===== config.mk =====
export PLATFORM = sky130hd
export DESIGN_NAME = wrapped_3d_line_stepper_unit_flat
export DESIGN_NICKNAME = d
export VERILOG_FILES = /design/src/rtl/wls_pkg.sv /design/src/rtl/wls_ifs.sv /design/src/rtl/wrapped_3d_line_stepper_unit.sv /design/src/rtl/wls_div.sv /design/src/flat_wrapper.sv
export SDC_FILE = /design/constraint.sdc
export NUM_CORES = 1
export LEC_CHECK = 0
export BUFFER_PORTS_ARGS = -buffer_cell sky130_fd_sc_hd__buf_2
export CAP_MARGIN = 0
export CORE_MARGIN = 2
export CORE_UTILIZATION = 57
export CTS_CLUSTER_DIAMETER = 200
export CTS_CLUSTER_SIZE = 20
export DETAILED_ROUTE_END_ITERATION = 10
export PLACE_DENSITY = 0.78
export SYNTH_ARGS = -nofsm -noshare
export SYNTH_HDL_FRONTEND = slang
export SYNTH_HIERARCHICAL = 1
export SYNTH_SLANG_ARGS = --single-unit

===== constraint.sdc =====
create_clock -name clk -period 6.4 [get_ports clk]
set_input_delay 0.64 -clock clk [delete_from_list [all_inputs] [get_ports clk]]
set_output_delay 0.64 -clock clk [all_outputs]
set_load 0.01 [all_outputs]

===== src/rtl/wls_pkg.sv =====
// ----------------------------------------------------------------------------
// wls_pkg
// shared types, constants and coordinate helpers for the wrapped 3d line
// stepper
// ----------------------------------------------------------------------------
`default_nettype none

package wls_pkg;

	localparam int NUM_TILES = 3072;
	localparam int COORD_W   = 12;
	localparam int SPAN_W    = 11;
	localparam int DIST_W    = 13;
	localparam int INC_W     = 4;
	localparam int SUM_W     = 15;
	localparam int QUOT_W    = 4;
	localparam int DCNT_W    = 2;
	localparam int STAT_W    = 2;
	localparam int DELTA_W   = COORD_W + 2;

	typedef enum logic {
		OP_START = 1'b0,
		OP_STEP  = 1'b1
	} wls_op_t;

	typedef enum logic [STAT_W-1:0] {
		ST_STARTED  = 2'd0,
		ST_NOWHERE  = 2'd1,
		ST_STEPPED  = 2'd2,
		ST_FINISHED = 2'd3
	} wls_status_t;

	typedef enum logic [1:0] {
		AXIS_X = 2'd0,
		AXIS_Y = 2'd1,
		AXIS_Z = 2'd2
	} wls_axis_t;

	typedef struct packed {
		logic              neg;
		logic [SPAN_W-1:0] mag;
	} wls_delta_t;

	typedef struct packed {
		logic              start;
		logic [SUM_W-1:0]  dividend;
		logic [SPAN_W-1:0] divisor;
	} wls_div_req_t;

	typedef struct packed {
		logic              done;
		logic [QUOT_W-1:0] quot;
		logic [SPAN_W-1:0] rem;
	} wls_div_rsp_t;

	function automatic logic [COORD_W-1:0] wls_reduce(input logic [COORD_W-1:0] v);
		logic [COORD_W-1:0] r;
		if (v >= COORD_W'(NUM_TILES)) begin
			r = v - COORD_W'(NUM_TILES);
		end else begin
			r = v;
		end
		return r;
	endfunction

	function automatic wls_delta_t wls_delta(input logic [COORD_W-1:0] from,
		input logic [COORD_W-1:0] to);
		logic signed [DELTA_W-1:0] diff;
		logic signed [DELTA_W-1:0] absd;
		wls_delta_t d;
		diff = $signed({2'b00, to}) - $signed({2'b00, from});
		if (diff >= $signed(DELTA_W'(NUM_TILES / 2))) begin
			diff = diff - $signed(DELTA_W'(NUM_TILES));
		end else if (diff < -$signed(DELTA_W'(NUM_TILES / 2))) begin
			diff = diff + $signed(DELTA_W'(NUM_TILES));
		end
		absd = diff[DELTA_W-1] ? -diff : diff;
		d.neg = diff[DELTA_W-1];
		d.mag = absd[SPAN_W-1:0];
		return d;
	endfunction

	function automatic logic [COORD_W-1:0] wls_move(input logic [COORD_W-1:0] c,
		input logic [INC_W-1:0] amount, input logic down);
		logic [COORD_W:0] t;
		if (down) begin
			t = {1'b0, c} - (COORD_W+1)'(amount);
			if (t[COORD_W]) begin
				t = t + (COORD_W+1)'(NUM_TILES);
			end
		end else begin
			t = {1'b0, c} + (COORD_W+1)'(amount);
			if (t >= (COORD_W+1)'(NUM_TILES)) begin
				t = t - (COORD_W+1)'(NUM_TILES);
			end
		end
		return t[COORD_W-1:0];
	endfunction

endpackage

`default_nettype wire


===== src/rtl/wls_ifs.sv =====
// ----------------------------------------------------------------------------
// wls channel interfaces
// request, result and configuration channels with valid/ready handshake
// ----------------------------------------------------------------------------
`default_nettype none

interface wls_req_if;
	import wls_pkg::*;
	logic               valid;
	logic               ready;
	logic               op;
	logic [COORD_W-1:0] src_x;
	logic [COORD_W-1:0] src_y;
	logic [COORD_W-1:0] src_z;
	logic [COORD_W-1:0] dst_x;
	logic [COORD_W-1:0] dst_y;
	logic [COORD_W-1:0] dst_z;
	modport source (output valid, op, src_x, src_y, src_z, dst_x, dst_y, dst_z,
		input ready);
	modport sink (input valid, op, src_x, src_y, src_z, dst_x, dst_y, dst_z,
		output ready);
endinterface

interface wls_rsp_if;
	import wls_pkg::*;
	logic               valid;
	logic               ready;
	logic [COORD_W-1:0] tile_x;
	logic [COORD_W-1:0] tile_y;
	logic [COORD_W-1:0] tile_z;
	logic [STAT_W-1:0]  status;
	logic               last_step;
	modport source (output valid, tile_x, tile_y, tile_z, status, last_step,
		input ready);
	modport sink (input valid, tile_x, tile_y, tile_z, status, last_step,
		output ready);
endinterface

interface wls_cfg_if;
	import wls_pkg::*;
	logic             valid;
	logic             ready;
	logic [INC_W-1:0] step_increment;
	modport source (output valid, step_increment, input ready);
	modport sink (input valid, step_increment, output ready);
endinterface

`default_nettype wire


===== src/rtl/wrapped_3d_line_stepper_unit.sv =====
// ----------------------------------------------------------------------------
// wrapped_3d_line_stepper_unit
// walks a 3d tile line on a wrapped world, one tile group per step transaction
// ----------------------------------------------------------------------------
// sequence: a start transaction runs calc then done; a step runs calc,
// div_a and div_b (two divisions in the shared divider), move and done;
// a finished step runs calc then done; one transaction at a time, and the
// next is accepted the cycle after the result is in the output register
// reset: clears the current tile, path state and step increment (to 1)
// ----------------------------------------------------------------------------
`default_nettype none

module wrapped_3d_line_stepper_unit
	import wls_pkg::*;
(
	input wire logic clk,
	input wire logic arst_n,
	wls_req_if.sink   req,
	wls_rsp_if.source rsp,
	wls_cfg_if.sink   cfg
);

	typedef enum logic [5:0] {
		S_IDLE  = 6'b000001,
		S_CALC  = 6'b000010,
		S_DIV_A = 6'b000100,
		S_DIV_B = 6'b001000,
		S_MOVE  = 6'b010000,
		S_DONE  = 6'b100000
	} state_t;

	state_t             state_q;
	logic [INC_W-1:0]   inc_q;
	logic               op_q;
	logic [COORD_W-1:0] src_x_q, src_y_q, src_z_q;
	logic [COORD_W-1:0] dst_x_q, dst_y_q, dst_z_q;
	logic [COORD_W-1:0] cur_x_q, cur_y_q, cur_z_q;
	wls_axis_t          major_q;
	logic [2:0]         signs_q;
	logic [SPAN_W-1:0]  major_span_q, minor_a_q, minor_b_q;
	logic [SPAN_W-1:0]  rem_a_q, rem_b_q;
	logic [DIST_W-1:0]  dist_q;
	logic [QUOT_W-1:0]  ma_q;
	wls_status_t        status_q;
	logic               last_q;
	logic               out_valid_q;
	logic [COORD_W-1:0] out_x_q, out_y_q, out_z_q;
	logic [STAT_W-1:0]  out_status_q;
	logic               out_last_q;

	logic               accept;
	logic               load_out;
	logic [INC_W-1:0]   inc_eff;
	logic [COORD_W-1:0] sx, sy, sz, ex, ey, ez;
	wls_delta_t         dx, dy, dz;
	logic               nowhere;
	wls_axis_t          new_major;
	logic [SPAN_W-1:0]  new_major_span, new_minor_a, new_minor_b;
	logic [SPAN_W-1:0]  mul_minor, mul_rem;
	logic [SUM_W-1:0]   sum;
	logic [DIST_W-1:0]  dist_next;
	wls_div_req_t       div_req;
	wls_div_rsp_t       div_rsp;

	assign accept    = req.valid && req.ready;
	assign req.ready = state_q == S_IDLE;
	assign cfg.ready = 1'b1;
	assign load_out  = (state_q == S_DONE) && (!out_valid_q || rsp.ready);
	assign inc_eff   = (inc_q == '0) ? INC_W'(1) : inc_q;

	// start path setup
	always_comb begin
		sx = wls_reduce(src_x_q);
		sy = wls_reduce(src_y_q);
		sz = wls_reduce(src_z_q);
		ex = wls_reduce(dst_x_q);
		ey = wls_reduce(dst_y_q);
		ez = wls_reduce(dst_z_q);
		dx = wls_delta(sx, ex);
		dy = wls_delta(sy, ey);
		dz = wls_delta(sz, ez);
		nowhere = (dx.mag == '0) && (dy.mag == '0) && (dz.mag == '0);
		if (dz.mag >= dx.mag && dz.mag >= dy.mag) begin
			new_major      = AXIS_Z;
			new_major_span = dz.mag;
			new_minor_a    = dx.mag;
			new_minor_b    = dy.mag;
		end else if (dy.mag >= dx.mag && dy.mag >= dz.mag) begin
			new_major      = AXIS_Y;
			new_major_span = dy.mag;
			new_minor_a    = dx.mag;
			new_minor_b    = dz.mag;
		end else begin
			new_major      = AXIS_X;
			new_major_span = dx.mag;
			new_minor_a    = dy.mag;
			new_minor_b    = dz.mag;
		end
	end

	// accumulator feed for the divider
	always_comb begin
		if (state_q == S_DIV_A) begin
			mul_minor = minor_b_q;
			mul_rem   = rem_b_q;
		end else begin
			mul_minor = minor_a_q;
			mul_rem   = rem_a_q;
		end
		sum = SUM_W'(inc_eff) * SUM_W'(mul_minor) + SUM_W'(mul_rem);
		div_req.dividend = sum;
		div_req.divisor  = major_span_q;
		div_req.start    = ((state_q == S_CALC) && (op_q == OP_STEP) && (dist_q != '0)
			&& (major_span_q != '0)) || ((state_q == S_DIV_A) && div_rsp.done);
		dist_next = (dist_q > DIST_W'(inc_eff)) ? dist_q - DIST_W'(inc_eff) : '0;
	end

	wls_div u_div (
		.clk    (clk),
		.arst_n (arst_n),
		.req    (div_req),
		.rsp    (div_rsp)
	);

	always_ff @(posedge clk or negedge arst_n) begin
		if (!arst_n) begin
			inc_q <= INC_W'(1);
		end else if (cfg.valid && cfg.ready) begin
			inc_q <= cfg.step_increment;
		end
	end

	always_ff @(posedge clk) begin
		if (accept) begin
			op_q    <= req.op;
			src_x_q <= req.src_x;
			src_y_q <= req.src_y;
			src_z_q <= req.src_z;
			dst_x_q <= req.dst_x;
			dst_y_q <= req.dst_y;
			dst_z_q <= req.dst_z;
		end
	end

	always_ff @(posedge clk or negedge arst_n) begin
		if (!arst_n) begin
			out_valid_q <= 1'b0;
		end else if (load_out) begin
			out_valid_q <= 1'b1;
		end else if (rsp.valid && rsp.ready) begin
			out_valid_q <= 1'b0;
		end
	end

	always_ff @(posedge clk or negedge arst_n) begin
		if (!arst_n) begin
			state_q      <= S_IDLE;
			cur_x_q      <= '0;
			cur_y_q      <= '0;
			cur_z_q      <= '0;
			major_q      <= AXIS_X;
			signs_q      <= '0;
			major_span_q <= '0;
			minor_a_q    <= '0;
			minor_b_q    <= '0;
			rem_a_q      <= '0;
			rem_b_q      <= '0;
			dist_q       <= '0;
			ma_q         <= '0;
			status_q     <= ST_STARTED;
			last_q       <= 1'b0;
		end else begin
			unique case (state_q)
				S_IDLE: begin
					if (accept) begin
						state_q <= S_CALC;
					end
				end
				S_CALC: begin
					if (op_q == OP_START) begin
						cur_x_q <= sx;
						cur_y_q <= sy;
						cur_z_q <= sz;
						rem_a_q <= '0;
						rem_b_q <= '0;
						if (nowhere) begin
							dist_q   <= '0;
							status_q <= ST_NOWHERE;
							last_q   <= 1'b1;
						end else begin
							signs_q      <= {dz.neg, dy.neg, dx.neg};
							major_q      <= new_major;
							major_span_q <= new_major_span;
							minor_a_q    <= new_minor_a;
							minor_b_q    <= new_minor_b;
							dist_q       <= DIST_W'(new_major_span);
							status_q     <= ST_STARTED;
							last_q       <= 1'b0;
						end
						state_q <= S_DONE;
					end else if (dist_q == '0 || major_span_q == '0) begin
						dist_q   <= '0;
						status_q <= ST_FINISHED;
						last_q   <= 1'b1;
						state_q  <= S_DONE;
					end else begin
						state_q <= S_DIV_A;
					end
				end
				S_DIV_A: begin
					if (div_rsp.done) begin
						ma_q    <= div_rsp.quot;
						rem_a_q <= div_rsp.rem;
						state_q <= S_DIV_B;
					end
				end
				S_DIV_B: begin
					if (div_rsp.done) begin
						rem_b_q <= div_rsp.rem;
						state_q <= S_MOVE;
						if (major_q == AXIS_Z) begin
							cur_z_q <= wls_move(cur_z_q, inc_eff, signs_q[2]);
							cur_x_q <= wls_move(cur_x_q, ma_q, signs_q[0]);
							cur_y_q <= wls_move(cur_y_q, div_rsp.quot, signs_q[1]);
						end else if (major_q == AXIS_Y) begin
							cur_y_q <= wls_move(cur_y_q, inc_eff, signs_q[1]);
							cur_x_q <= wls_move(cur_x_q, ma_q, signs_q[0]);
							cur_z_q <= wls_move(cur_z_q, div_rsp.quot, signs_q[2]);
						end else begin
							cur_x_q <= wls_move(cur_x_q, inc_eff, signs_q[0]);
							cur_y_q <= wls_move(cur_y_q, ma_q, signs_q[1]);
							cur_z_q <= wls_move(cur_z_q, div_rsp.quot, signs_q[2]);
						end
					end
				end
				S_MOVE: begin
					dist_q   <= dist_next;
					status_q <= ST_STEPPED;
					last_q   <= dist_next == '0;
					state_q  <= S_DONE;
				end
				S_DONE: begin
					if (load_out) begin
						state_q <= S_IDLE;
					end
				end
				default: begin
					state_q <= S_IDLE;
				end
			endcase
		end
	end

	always_ff @(posedge clk) begin
		if (load_out) begin
			out_x_q      <= cur_x_q;
			out_y_q      <= cur_y_q;
			out_z_q      <= cur_z_q;
			out_status_q <= status_q;
			out_last_q   <= last_q;
		end
	end

	assign rsp.valid     = out_valid_q;
	assign rsp.tile_x    = out_x_q;
	assign rsp.tile_y    = out_y_q;
	assign rsp.tile_z    = out_z_q;
	assign rsp.status    = out_status_q;
	assign rsp.last_step = out_last_q;

endmodule

`default_nettype wire


===== src/rtl/wls_div.sv =====
// ----------------------------------------------------------------------------
// wls_div
// restoring divider, one quotient bit per cycle, shared by both minor axes
// ----------------------------------------------------------------------------
`default_nettype none

module wls_div
	import wls_pkg::*;
(
	input  wire logic         clk,
	input  wire logic         arst_n,
	input  wire wls_div_req_t req,
	output wls_div_rsp_t      rsp
);

	logic              busy_q;
	logic              done_q;
	logic [DCNT_W-1:0] cnt_q;
	logic [SUM_W-1:0]  r_q;
	logic [SUM_W-1:0]  d_q;
	logic [QUOT_W-1:0] q_q;
	logic              fits;

	assign fits = r_q >= d_q;

	always_ff @(posedge clk or negedge arst_n) begin
		if (!arst_n) begin
			busy_q <= 1'b0;
			done_q <= 1'b0;
			cnt_q  <= '0;
		end else begin
			done_q <= 1'b0;
			if (req.start) begin
				busy_q <= 1'b1;
				cnt_q  <= '0;
			end else if (busy_q) begin
				cnt_q <= cnt_q + 1'b1;
				if (cnt_q == DCNT_W'(QUOT_W - 1)) begin
					busy_q <= 1'b0;
					done_q <= 1'b1;
				end
			end
		end
	end

	always_ff @(posedge clk) begin
		if (req.start) begin
			r_q <= req.dividend;
			d_q <= SUM_W'({req.divisor, {(QUOT_W-1){1'b0}}});
			q_q <= '0;
		end else if (busy_q) begin
			if (fits) begin
				r_q <= r_q - d_q;
			end
			q_q <= {q_q[QUOT_W-2:0], fits};
			d_q <= d_q >> 1;
		end
	end

	assign rsp.done = done_q;
	assign rsp.quot = q_q;
	assign rsp.rem  = r_q[SPAN_W-1:0];

endmodule

`default_nettype wire

===== src/flat_wrapper.sv =====
// flat-port wrapper written by rule: the top's interface ports become plain ports
module wrapped_3d_line_stepper_unit_flat import wls_pkg::*;
  (clk, arst_n, req_valid, req_op, req_src_x, req_src_y, req_src_z, req_dst_x, req_dst_y, req_dst_z, req_ready, rsp_valid, rsp_tile_x, rsp_tile_y, rsp_tile_z, rsp_status, rsp_last_step, rsp_ready, cfg_valid, cfg_step_increment, cfg_ready);
  wls_req_if req_i ();
  wls_rsp_if rsp_i ();
  wls_cfg_if cfg_i ();
  input wire logic clk;
  input wire logic arst_n;
  input wire logic [$bits(req_i.valid)-1:0] req_valid;
  input wire logic [$bits(req_i.op)-1:0] req_op;
  input wire logic [$bits(req_i.src_x)-1:0] req_src_x;
  input wire logic [$bits(req_i.src_y)-1:0] req_src_y;
  input wire logic [$bits(req_i.src_z)-1:0] req_src_z;
  input wire logic [$bits(req_i.dst_x)-1:0] req_dst_x;
  input wire logic [$bits(req_i.dst_y)-1:0] req_dst_y;
  input wire logic [$bits(req_i.dst_z)-1:0] req_dst_z;
  output wire logic [$bits(req_i.ready)-1:0] req_ready;
  output wire logic [$bits(rsp_i.valid)-1:0] rsp_valid;
  output wire logic [$bits(rsp_i.tile_x)-1:0] rsp_tile_x;
  output wire logic [$bits(rsp_i.tile_y)-1:0] rsp_tile_y;
  output wire logic [$bits(rsp_i.tile_z)-1:0] rsp_tile_z;
  output wire logic [$bits(rsp_i.status)-1:0] rsp_status;
  output wire logic [$bits(rsp_i.last_step)-1:0] rsp_last_step;
  input wire logic [$bits(rsp_i.ready)-1:0] rsp_ready;
  input wire logic [$bits(cfg_i.valid)-1:0] cfg_valid;
  input wire logic [$bits(cfg_i.step_increment)-1:0] cfg_step_increment;
  output wire logic [$bits(cfg_i.ready)-1:0] cfg_ready;
  assign req_i.valid = req_valid;
  assign req_i.op = req_op;
  assign req_i.src_x = req_src_x;
  assign req_i.src_y = req_src_y;
  assign req_i.src_z = req_src_z;
  assign req_i.dst_x = req_dst_x;
  assign req_i.dst_y = req_dst_y;
  assign req_i.dst_z = req_dst_z;
  assign req_ready = req_i.ready;
  assign rsp_valid = rsp_i.valid;
  assign rsp_tile_x = rsp_i.tile_x;
  assign rsp_tile_y = rsp_i.tile_y;
  assign rsp_tile_z = rsp_i.tile_z;
  assign rsp_status = rsp_i.status;
  assign rsp_last_step = rsp_i.last_step;
  assign rsp_i.ready = rsp_ready;
  assign cfg_i.valid = cfg_valid;
  assign cfg_i.step_increment = cfg_step_increment;
  assign cfg_ready = cfg_i.ready;
  wrapped_3d_line_stepper_unit u_core (.clk(clk), .arst_n(arst_n), .req(req_i), .rsp(rsp_i), .cfg(cfg_i));
endmodule

==> out/results.tsv, run 1 <==
stage	metric	value	unit
status	outcome	finished, final reports clean	
timing	fin crit share	0.9455	
timing	Max-slew headroom	0.2827	
critical_path	critical path type	reg -> reg	
placed_design	GP Congestion	0.9868	
grt	initial antenna violation count	0	
routing	met3 WL	5111	um
final_layout	fill cell count	3388	
clock_tree	CTS Buffer Depth	3	
critical_path	Worst EP arrival	6.52	ns
timing	RSZ-0062 raised after global routing	false	
logic_synthesis	Main synth FF type	edfxtp_1	
final_layout	Seq. cell area	0.007565	sq mm
routing	via count	20160	
die	DIE HEIGHT	203.6	um
logic_synthesis	syn_nets	2901	
die	CORE AREA	0.03955	sq mm
critical_path	reg-to-reg startpoint	u_core/src_z_q[0]$_DFFE_PP_	
job	Max-cap violations	0	
final_layout	Area Overhead vs Synth	8.044	%
placed_design	HPWL Detailed	50760	um
critical_path	Critical Path Start Type	flop	
critical_path	Worst R2R Path Depth	28	
timing	clock skew	0.04874	ns
die	Top-Level Pins	124	
final_layout	Ant. Diodes	0	
routing	routed wl met2	30940	um
clock_tree	CTS clk-pin slew, worst paths	0.09	ns
critical_path	cell repeated most along the worst path	inv_1	
routing	final WL	67690	um
logic_synthesis	Syn Std Cell Area	0.02271	sq mm
die	Starting Density	0.5742	
clock_tree	worst skew pair latency	0.56	ns
routing	DRC Markers	0	
timing	Final Hold Fails	0	
routing	vias per std cell	6.303	
grt	first-pass GRT wire length	105700	um
clock_tree	CTS root buffer	clkbuf_16	
placed_design	Port Buf Inserts	122	
critical_path	crit path max-delay cell type	or4b_2	
logic_synthesis	Post-synth ARST share	0.4746	
logic_synthesis	#FFs+latches synth	276	
grt	vias in the first global route	19460	
die	Die ar.	0.04145	sq mm
logic_synthesis	register area share after synthesis	0.3331	
logic_synthesis	post-synth cell types	101	
routing	wire length per cell	21.16	um
die	Horiz. Die Dim	203.6	um
critical_path	critical path launch point	u_core/src_z_q[0]$_DFFE_PP_	
grt	GR Util All Layers	0.3242	
logic_synthesis	Post-synth EDFFs	138	
logic_synthesis	Syn Inst Count	2599	
timing	PnR worst setup slack	0.3489	ns
critical_path	Critical Path Max Stage Delay	0.59	ns
routing	max layer used	met4	
clock_tree	CTS tree	yes	
timing	Post-Route Setup TNS	0	ns
timing	max frequency	165.3	MHz
grt	remaining global-route overflow	0	
placed_design	DP Worst Slack	0.07858	ns
timing	Slew @ Worst Pin	1.076	ns
critical_path	Req. time, crit path	6.87	ns
critical_path	Setup crit end kind	flop	
routing	first drt pass iteration count	8	
final_layout	area of the multi-input gates	0.01400	sq mm
routing	Initial DRC Count	1738	
critical_path	critical path peak fanout	12	
timing	fin. max-slew vios	0	
die	Rows	73	
routing	antenna-violating nets left	0	
clock_tree	clock sink count	276	
timing	Setup-failing EPs final	0	
grt	largest net degree at the start of global routing	74	
min_path	min-delay worst type	in -> async	
final_layout	Nets	2964	
routing	wire length on met1	28750	um
clock_tree	CTS Buf Count	17	
logic_synthesis	Synth Area per Inst	8.738	sq um
clock_tree	H-tree depth	1	
final_layout	layout cell share with drive strength beyond 1	0.1111	
logic_synthesis	yosys warns	6	
timing	minimum clock period	6.051	ns
[critical path, delay by kind of cell (launching register included)]
family | cells | cell delay, ns
XOR/XNOR | 1 | 0.23
flip-flops | 1 | 0.42
multiplexers | 1 | 0.34
AND/OR/NAND/NOR | 5 | 1.16
AO/OA/AOI/OAI | 9 | 1.63
adder cells (fa/ha/maj) | 4 | 1.08
buffers and inverters | 8 | 1.11
[sequential cells by signal, summed over array words and instances (netlist names), 4 cells and up]
| name | flops |
|---|---|
| u_core/cur_z_q | 12 |
| u_core/dst_z_q | 12 |
| u_core/src_x_q | 12 |
| u_core/inc_q | 4 |
| u_core/cur_x_q | 12 |
| u_core/src_z_q | 12 |
| u_core/src_y_q | 12 |
| u_core/rem_a_q | 11 |
| u_core/dist_q | 13 |
| u_core/rsp.tile_x | 12 |
| u_core/minor_a_q | 11 |
| u_core/major_span_q | 11 |
| u_core/u_div/q_q | 4 |
| u_core/minor_b_q | 11 |
| u_core/state_q | 6 |
| u_core/dst_y_q | 12 |
| u_core/u_div/d_q | 14 |
| u_core/rsp.tile_z | 12 |
| u_core/ma_q | 4 |
| u_core/u_div/r_q | 15 |
| u_core/cur_y_q | 12 |
| u_core/dst_x_q | 12 |
| u_core/rsp.tile_y | 12 |
| u_core/rem_b_q | 11 |
[logic make-up (layout without fill, tap and decap cells)]
family                     count (synthesis)  in the layout  share of synthesized area
AOI/OAI and AO/OA                        670            670                     0.1927
and+or+nand+nor                          903            903                     0.1899
buffers and inverters                    323            397                    0.05813
muxes                                     74             74                    0.03829
xor gates and xnor gates                 131            131                    0.05052
adders and majority gates                221            221                     0.1372
DFF                                      276            276                     0.3331
other                                      1              1                  0.0001651
[stage by stage]
step                utilization  instance area [sq um]  hold slack, ns  std cells
global route             0.6204                  24540          0.1463       3198
global placement         0.6036                  23870          0.4416       3165
detailed placement       0.6036                  23870          0.4494       3165
floorplan                     -                  22710          0.3444       2599
finish                   0.6204                  24540          0.1162       3198
CTS                      0.6162                  24370          0.1166       3195
[layout by cell type, fill, tap and decap left out, types with 12 or more instances in the layout]
cell	Yosys	layout
a21o_1	44	44
mux2_2	19	19
nor2b_1	31	30
nor4_1	27	26
xor2_1	42	42
ha_1	173	172
buf_4	15	59
mux2i_1	46	45
a22oi_1	20	20
nand2_1	322	320
a31oi_1	27	27
o31ai_1	20	20
dfrtp_1	129	129
nand2b_1	34	34
o21bai_1	28	28
fa_1	47	46
or3_1	19	19
nor3_1	46	46
buf_2	11	121
and2_1	28	27
xnor2_1	89	86
nor2_1	203	200
o22ai_1	20	19
o21a_1	15	14
nand3_1	78	78
edfxtp_1	138	138
nand4_1	33	33
clkbuf_16	0	18
inv_1	182	181
o21ai_0	133	131
o21ai_1	13	14
a21oi_1	185	182
and3_1	12	12
o211ai_1	25	25
a211oi_1	36	35
[synth_stat cells (25+ instances only)]
master,number,area share
a211oi_1,36,0.012
a21o_1,44,0.015
a21oi_1,185,0.041
a31oi_1,27,0.0074
and2_1,28,0.0077
clkbuf_1,94,0.016
dfrtp_1,129,0.14
edfxtp_1,138,0.18
fa_1,47,0.041
ha_1,173,0.095
inv_1,182,0.030
mux2i_1,46,0.020
nand2_1,322,0.053
nand2b_1,34,0.0094
nand3_1,78,0.017
nand4_1,33,0.0091
nor2_1,203,0.034
nor2b_1,31,0.0085
nor3_1,46,0.010
nor4_1,27,0.0074
o211ai_1,25,0.0083
o21ai_0,133,0.029
o21bai_1,28,0.0093
xnor2_1,89,0.034
xor2_1,42,0.016
[metal layers]
layer  global-route usage  vias up
met5                    0        -
met4               0.1228        0
met3              0.04650      172
met2               0.5341      826
met1               0.4344     9735
li1                     -     9425
[final cells by class]
| cell class | instances | area share |
|---|---|---|
| Clock buffer | 29 | 0.02004 |
| Clock inverter | 1 | 0.0003570 |
| Inverter | 182 | 0.02784 |
| Multi-Input combinational cell | 2000 | 0.5706 |
| Sequential cell | 276 | 0.3083 |
| Tap cell | 525 | 0.02677 |
| Timing Repair Buffer | 185 | 0.04610 |
[repair_timing]
item | 4_1_cts | 5_1_grt
hold endpoints to repair | 0 | 0
endpoints found under the setup margin | 0 | 47
buffers inserted | 0 | 3
hold buffers | 0 | 0
gates resized for setup | 0 | 29
[final timing paths]
kind	to	slack [ns]
worst min register to register	u_core/rsp.status[1]$_DFFE_PP_	0.47
max in group asynchronous	u_core/minor_a_q[3]$_DFFE_PN0P_	4.84
worst max-delay path	u_core/minor_b_q[0]$_DFFE_PN0P_	0.35
min in group clk	u_core/src_z_q[11]$_DFFE_PP_	0.27
worst max register to register	u_core/minor_b_q[0]$_DFFE_PN0P_	0.35
worst min-delay path	u_core/cur_x_q[6]$_DFFE_PN0P_	0.12
Power of run 1 is left out: the tool's default activity adds up to more than one toggle a clock period on the data nets, which glitch-free logic cannot reach.
==> run 2: changes to the inputs <==
--- a/config.mk
+++ b/config.mk
@@ -12,7 +12,9 @@
 export CTS_CLUSTER_DIAMETER = 200
 export CTS_CLUSTER_SIZE = 20
 export DETAILED_ROUTE_END_ITERATION = 10
+export GPL_ROUTABILITY_DRIVEN = 1
 export PLACE_DENSITY = 0.78
+export RECOVER_POWER = 50
 export SYNTH_ARGS = -nofsm -noshare
 export SYNTH_HDL_FRONTEND = slang
 export SYNTH_HIERARCHICAL = 1
==> run 2 against run 1 <==
  * Via count up 0.18%
  * Design area shrank 0.37%
  * Clock skew shrank 0.0045 ns
  * Setup slack worse by 0.043 ns
  * The flow now finishes with violations (max-capacitance violations, max-slew violations)
  * Highest routed layer unchanged
  * First-iteration DRC count fell by 10%
  * Register-to-register slack lost 0.04 ns
  * Core utilization shrank 0.23 points
  * Non-clock buffer count is the same
  * Cell count unchanged
  * Sequential share of layout area is 0.11 points higher
  * Worst hold slack improved by 0.16 ns
==> out/results.tsv, run 2 (synthesized netlist as in run 1, its figures left out) <==
stage	metric	value	unit	change
critical_path	Setup crit end kind	flop		
final_layout	Top Registers	u_core/u_div/r_q (15), u_core/u_div/d_q (14), u_core/dist_q (13)		
die	DIE HEIGHT	203.6	um	unchanged
grt	initial antenna violation count	0		unchanged
die	Top-Level Pins	124		unchanged
final_layout	commonest cells after routing, fill and taps aside	320 x nand2_1, 200 x nor2_1, 183 x a21oi_1, 181 x inv_1, 172 x ha_1		
routing	wire length per cell	21.15	um	about the same
timing	Post-Route Setup TNS	0	ns	unchanged
clock_tree	worst skew pair latency	0.55	ns	about the same
final_layout	max reg flops	15		unchanged
critical_path	crit path max-delay cell type	a211oi_1		
critical_path	Worst EP arrival	6.56	ns	+0.04 ns
critical_path	flop2flop setup slack	0.31	ns	-0.04 ns
critical_path	critical path type	reg -> reg		
routing	Initial DRC Count	1564		-10%
routing	final WL	67650	um	about the same
critical_path	Req. time, crit path	6.87	ns	about the same
grt	GR Util All Layers	0.3242		unchanged
routing	DRC Markers	0		unchanged
grt	largest net degree at the start of global routing	74		unchanged
routing	antenna-violating nets left	0		unchanged
timing	Setup-failing EPs final	0		unchanged
final_layout	most common cell after layout, fill and taps aside	nand2_1		
critical_path	Critical Path Max Stage Delay	0.44	ns	-0.15 ns
final_layout	Largest Register	u_core/u_div/r_q		
final_layout	layout cell share with drive strength beyond 1	0.09203		-0.01908
placed_design	area post-placement	0.02387	sq mm	unchanged
job	Max-cap violations	2		+2
status	failing checks	max-capacitance violations, max-slew violations		
clock_tree	CTS Buffer Depth	3		unchanged
timing	Slew @ Worst Pin	3.935	ns	+2.859 ns
critical_path	Cell Chain, Critical Path	ha_1, fa_1, nand2b_1, a21oi_1, o211ai_1, a211oi_1, o211ai_1, a21o_1, a22oi_1, xor2_1, inv_1, ha_1, nand2_1, nor4_2, or2_2, a311oi_1, a211oi_1, buf_4, inv_1, nor2_1, buf_6, mux2_2, o21ai_0		
die	Horiz. Die Dim	203.6	um	unchanged
grt	remaining global-route overflow	0		unchanged
final_layout	Area Overhead vs Synth	7.647	%	
die	Die ar.	0.04145	sq mm	unchanged
die	CORE AREA	0.03955	sq mm	unchanged
clock_tree	CTS Buf Count	17		unchanged
timing	RSZ-0062 raised after global routing	false		
clock_tree	CTS clk-pin slew, worst paths	0.11	ns	+0.02 ns
status	outcome	finished with violations		
critical_path	critical path peak fanout	12		unchanged
clock_tree	CTS root buffer	clkbuf_16		
clock_tree	H-tree depth	1		unchanged
timing	minimum clock period	6.094	ns	+0.04306 ns
timing	Max-slew headroom	-1.623		-1.906
routing	via count	20200		+0.18%
timing	fin crit share	0.9522		+0.006728
die	Starting Density	0.5742		unchanged
final_layout	Ant. Diodes	0		unchanged
placed_design	HPWL Detailed	50760	um	unchanged
timing	max frequency	164.1	MHz	-0.71%
grt	vias in the first global route	19460		unchanged
min_path	min-delay worst type	in -> reg		
final_layout	Nets	2964		unchanged
timing	Final Hold Fails	0		unchanged
routing	first drt pass iteration count	6		-2
final_layout	final non-filler cell area	0.02445	sq mm	-0.37%
clock_tree	CTS tree	yes		
critical_path	Critical Path Start Type	flop		
routing	vias per std cell	6.315		+0.18%
timing	fin. max-slew vios	134		+134
grt	first-pass GRT wire length	105700	um	unchanged
clock_tree	clock sink count	276		unchanged
timing	clock skew	0.04419	ns	-0.004548 ns
placed_design	GP Congestion	0.9868		unchanged
die	Rows	73		unchanged
placed_design	Port Buf Inserts	122		unchanged
## run 2: changes by cell type in the layout (fill, tap and decap cells not counted), sizes merged
cell    previous run  this run
clkbuf            29        78
buf              185       136
## run 2: final timing paths
| check | cells after the start | start | to |
|---|---|---|---|
| max | 23 | u_core/src_y_q[0]$_DFFE_PP_ | u_core/minor_b_q[0]$_DFFE_PN0P_ |
| min | 1 | req_src_z[11] | u_core/src_z_q[11]$_DFFE_PP_ |
| max reg2reg | 23 | u_core/src_y_q[0]$_DFFE_PP_ | u_core/minor_b_q[0]$_DFFE_PN0P_ |
| min reg2reg | 0 | u_core/status_q[1]$_DFFE_PN0P_ | u_core/rsp.status[1]$_DFFE_PP_ |
| max in group asynchronous | 2 | arst_n | u_core/cur_z_q[11]$_DFFE_PN0P_ |
| min in group asynchronous | 1 | arst_n | u_core/cur_x_q[6]$_DFFE_PN0P_ |
## run 2: metal layers
layer,up-vias,wire [um],GRT usage,share of wire
li1,9432,-,-,-
met1,9793,28940,0.4344,0.43
met2,808,30880,0.5341,0.46
met3,162,4986,0.04650,0.074
met4,0,2844,0.1228,0.042
met5,-,0,0,0
## run 2: cell type report
| cell class | instances | area (sq um) |
|---|---|---|
| clock buffers | 29 | 491.7 |
| clock inverters | 1 | 8.758 |
| fillers | 3432 | 15100 |
| inverters | 182 | 683.2 |
| multi-input cells | 2000 | 13990 |
| flip-flops and latches | 276 | 7565 |
| well taps | 525 | 656.9 |
| repair buffers | 185 | 1055 |
## run 2: through the flow
| step | utilization | cells | hold slack [ns] | worst slack [ns] |
|---|---|---|---|---|
| 5_1_grt | 0.6181 | 3198 | 0.2528 | 0.005710 |
| 3_3_place_gp | 0.6036 | 3165 | 0.4416 | 0.1982 |
| 3_5_place_dp | 0.6036 | 3165 | 0.4494 | 0.07858 |
| 4_1_cts | 0.6162 | 3195 | 0.1166 | 0.08513 |
| 2_1_floorplan | - | 2599 | 0.3444 | 0.4805 |
| 6_report | 0.6181 | 3198 | 0.2730 | 0.3059 |
## run 2: repair_timing
item | in CTS | in global routing
endpoints found under the setup margin | 0 | 47
gates resized for setup | 0 | 29
hold buffers | 0 | 0
setup buffers | 0 | 3
## run 2: critical path, delay by kind of cell (launching register included)
| kind | cells | cell delay [ns] |
|---|---|---|
| flops | 1 | 0.40 |
| simple gates | 5 | 1.02 |
| compound gates | 9 | 2.16 |
| xor+xnor | 1 | 0.35 |
| buf+inv | 4 | 0.71 |
| fa+ha+maj | 3 | 1.04 |
| mux | 1 | 0.34 |
Power of run 2 is left out for the same reason.
==> run 3: changes to the inputs <==
--- a/config.mk
+++ b/config.mk
@@ -8,12 +8,12 @@
 export BUFFER_PORTS_ARGS = -buffer_cell sky130_fd_sc_hd__buf_2
 export CAP_MARGIN = 0
 export CORE_MARGIN = 2
-export CORE_UTILIZATION = 57
+export CORE_UTILIZATION = 58
 export CTS_CLUSTER_DIAMETER = 200
 export CTS_CLUSTER_SIZE = 20
 export DETAILED_ROUTE_END_ITERATION = 10
 export GPL_ROUTABILITY_DRIVEN = 1
-export PLACE_DENSITY = 0.78
+export PLACE_DENSITY = 0.76
 export RECOVER_POWER = 50
 export SYNTH_ARGS = -nofsm -noshare
 export SYNTH_HDL_FRONTEND = slang
==> constraint.sdc (replaced) <==
create_clock -name clk -period 6.5 [get_ports clk]
set_input_delay 0.65 -clock clk [delete_from_list [all_inputs] [get_ports clk]]
set_output_delay 0.65 -clock clk [all_outputs]
set_load 0.01 [all_outputs]
==> run 3 against run 2 <==
  * The flow still finishes with violations (max-capacitance violations, max-slew violations)
  * Wire length increased by 0.25%
  * Core utilization increased by 1.1 points
  * Setup slack improved by 0.018 ns
  * Count of clock-buffer cells in the layout unchanged
  * Non-clock buffer count decreased by 8
  * Cell count decreased by 0.50%
  * Sequential share of layout area increased by 0.16 points
  * Critical path depth increased by 5
  * Flip-flop and latch count unchanged
  * Die area decreased by 1.7%
  * Critical path type unchanged
  * Critical endpoint unchanged
  * Largest cell class unchanged
==> out/results.tsv, run 3 (synthesized netlist as in run 1, its figures left out) <==
stage	metric	value	unit	change
timing	fin. max-slew vios	79		-41%
final_layout	layout cell share with drive strength beyond 1	0.08559		-0.006446
timing	minimum clock period	6.176	ns	+0.08210 ns
grt	GR Util All Layers	0.3287		+0.004501
final_layout	fin cells	3182		-0.50%
die	Top-Level Pins	124		unchanged
grt	vias in the first global route	19140		-1.6%
grt	remaining global-route overflow	0		unchanged
critical_path	Critical Path Max Stage Delay	0.41	ns	-0.03 ns
placed_design	Port Buf Inserts	122		unchanged
critical_path	Req. time, crit path	6.97	ns	+0.10 ns
clock_tree	CTS tree	yes		
final_layout	Post-Route Utilization	0.6293		+0.01116
die	Die ar.	0.04075	sq mm	-1.7%
critical_path	CP top delay family	compound AO/OA/AOI/OAI gates		
die	Starting Density	0.5876		+0.01340
timing	Slew @ Worst Pin	4.871	ns	+0.9363 ns
timing	Post-Route Setup TNS	0	ns	unchanged
final_layout	Largest Register	u_core/u_div/r_q		
routing	via count	20130		-0.32%
job	Max-cap violations	1		-1
critical_path	Worst EP arrival	6.65	ns	+0.09 ns
grt	initial antenna violation count	1		+1
critical_path	Setup crit end kind	flop		
status	failing checks	max-capacitance violations, max-slew violations		
timing	PnR worst setup slack	0.3238	ns	+0.01790 ns
grt	largest net degree at the start of global routing	79		+6.8%
die	Rows	72		-1.4%
timing	fin crit share	0.9502		-0.002018
clock_tree	clock sink count	276		unchanged
final_layout	Nets	2956		-0.27%
placed_design	GP Congestion	0.9755		-1.1%
routing	wire length per cell	21.31	um	+0.75%
final_layout	Ant. Diodes	0		unchanged
timing	Setup-failing EPs final	0		unchanged
clock_tree	CTS root buffer	clkbuf_16		
status	outcome	finished with violations		
placed_design	HPWL Detailed	51050	um	+0.57%
timing	max frequency	161.9	MHz	-1.3%
final_layout	Area Overhead vs Synth	7.091	%	
routing	final WL	67810	um	+0.25%
final_layout	max reg flops	15		unchanged
critical_path	critical path type	reg -> reg		
critical_path	critical path launch point	u_core/dst_z_q[0]$_DFFE_PP_		
final_layout	most common cell after layout, fill and taps aside	nand2_1		
routing	Initial DRC Count	1689		+8.0%
final_layout	Top Registers	u_core/u_div/r_q (15), u_core/u_div/d_q (14), u_core/dist_q (13)		
critical_path	worst path buffer plus inverter count	8		+4
routing	DRC Markers	0		unchanged
critical_path	crit path max-delay cell type	a311o_1		
timing	Max-slew headroom	-2.247		-0.6242
routing	vias per std cell	6.327		+0.18%
timing	RSZ-0062 raised after global routing	true		
clock_tree	CTS Buffer Depth	3		unchanged
min_path	min-delay worst type	in -> reg		
routing	antenna-violating nets left	0		unchanged
routing	first drt pass iteration count	5		-1
placed_design	DP Worst Slack	0.1079	ns	+0.02934 ns
min_path	min-delay src	req_src_z[10]		
critical_path	critical path peak fanout	11		-1
critical_path	Critical Path Start Type	flop		
grt	first-pass GRT wire length	105900	um	+0.16%
critical_path	cell repeated most along the worst path	inv_1		
final_layout	commonest cells after routing, fill and taps aside	320 x nand2_1, 201 x nor2_1, 183 x a21oi_1, 182 x inv_1, 172 x ha_1		
critical_path	reg-to-reg startpoint	u_core/dst_z_q[0]$_DFFE_PP_		
timing	clock skew	0.02985	ns	-0.01434 ns
clock_tree	worst skew pair latency	0.54	ns	about the same
clock_tree	H-tree depth	1		unchanged
clock_tree	CTS clk-pin slew, worst paths	0.10	ns	about the same
die	Horiz. Die Dim	201.9	um	-0.85%
timing	Final Hold Fails	0		unchanged
die	CORE AREA	0.03865	sq mm	-2.3%
clock_tree	CTS Buf Count	17		unchanged
placed_design	placed insts	3150		-0.47%
die	DIE HEIGHT	201.9	um	-0.85%
-- run 3: worst reg2reg max path: cells and delay by family, from the launching register on --
family / cells / cell delay [ns]
compound gates: 13 / 2.85
buf+inv: 8 / 0.99
fa+ha+maj: 3 / 0.91
simple gates: 3 / 0.65
flops: 1 / 0.37
mux: 1 / 0.34
-- run 3: final timing paths --
| path | cells after the start | endpoint | slack (ns) |
|---|---|---|---|
| hold reg to reg | 0 | u_core/rsp.last_step$_DFFE_PP_ | 0.47 |
| setup / recovery | 28 | u_core/minor_b_q[0]$_DFFE_PN0P_ | 0.32 |
| min in group asynchronous | 1 | u_core/cur_x_q[11]$_DFFE_PN0P_ | 1.87 |
| setup reg to reg | 28 | u_core/minor_b_q[0]$_DFFE_PN0P_ | 0.32 |
| hold / removal | 1 | u_core/src_z_q[10]$_DFFE_PP_ | 0.27 |
| max in group asynchronous | 2 | u_core/dist_q[4]$_DFFE_PN0P_ | 1.41 |
-- run 3: final cells by class --
type / count / area (sq um)
tap: 518 / 648.1
fill: 3329 / 14330
sequential: 276 / 7565
timing repair buffer: 177 / 967.2
inverter: 182 / 683.2
clock buffer: 29 / 491.7
multi-input combinational: 2000 / 13960
-- run 3: per-layer routing --
| layer | up-vias | share of wire | GRT usage |
|---|---|---|---|
| met3 | 163 | 0.084 | 0.04450 |
| met4 | 2 | 0.037 | 0.1111 |
| li1 | 9397 | - | - |
| met5 | - | 0.00018 | 0 |
| met1 | 9683 | 0.42 | 0.4480 |
| met2 | 886 | 0.46 | 0.5414 |
-- run 3: stage by stage --
step	area (sq um)	hold slack [ns]
detailed placement	23790	0.4457
global placement	23790	0.4338
CTS	24280	0.2137
finish	24320	0.2727
floorplan	22710	0.3544
global route	24320	0.2620
-- run 3: what timing repair did --
action,CTS,global route
setup endpoints to repair,0,47
buffers inserted,0,2
gates resized for setup,0,21
hold buffers,0,0
Power of run 3 is left out for the same reason.
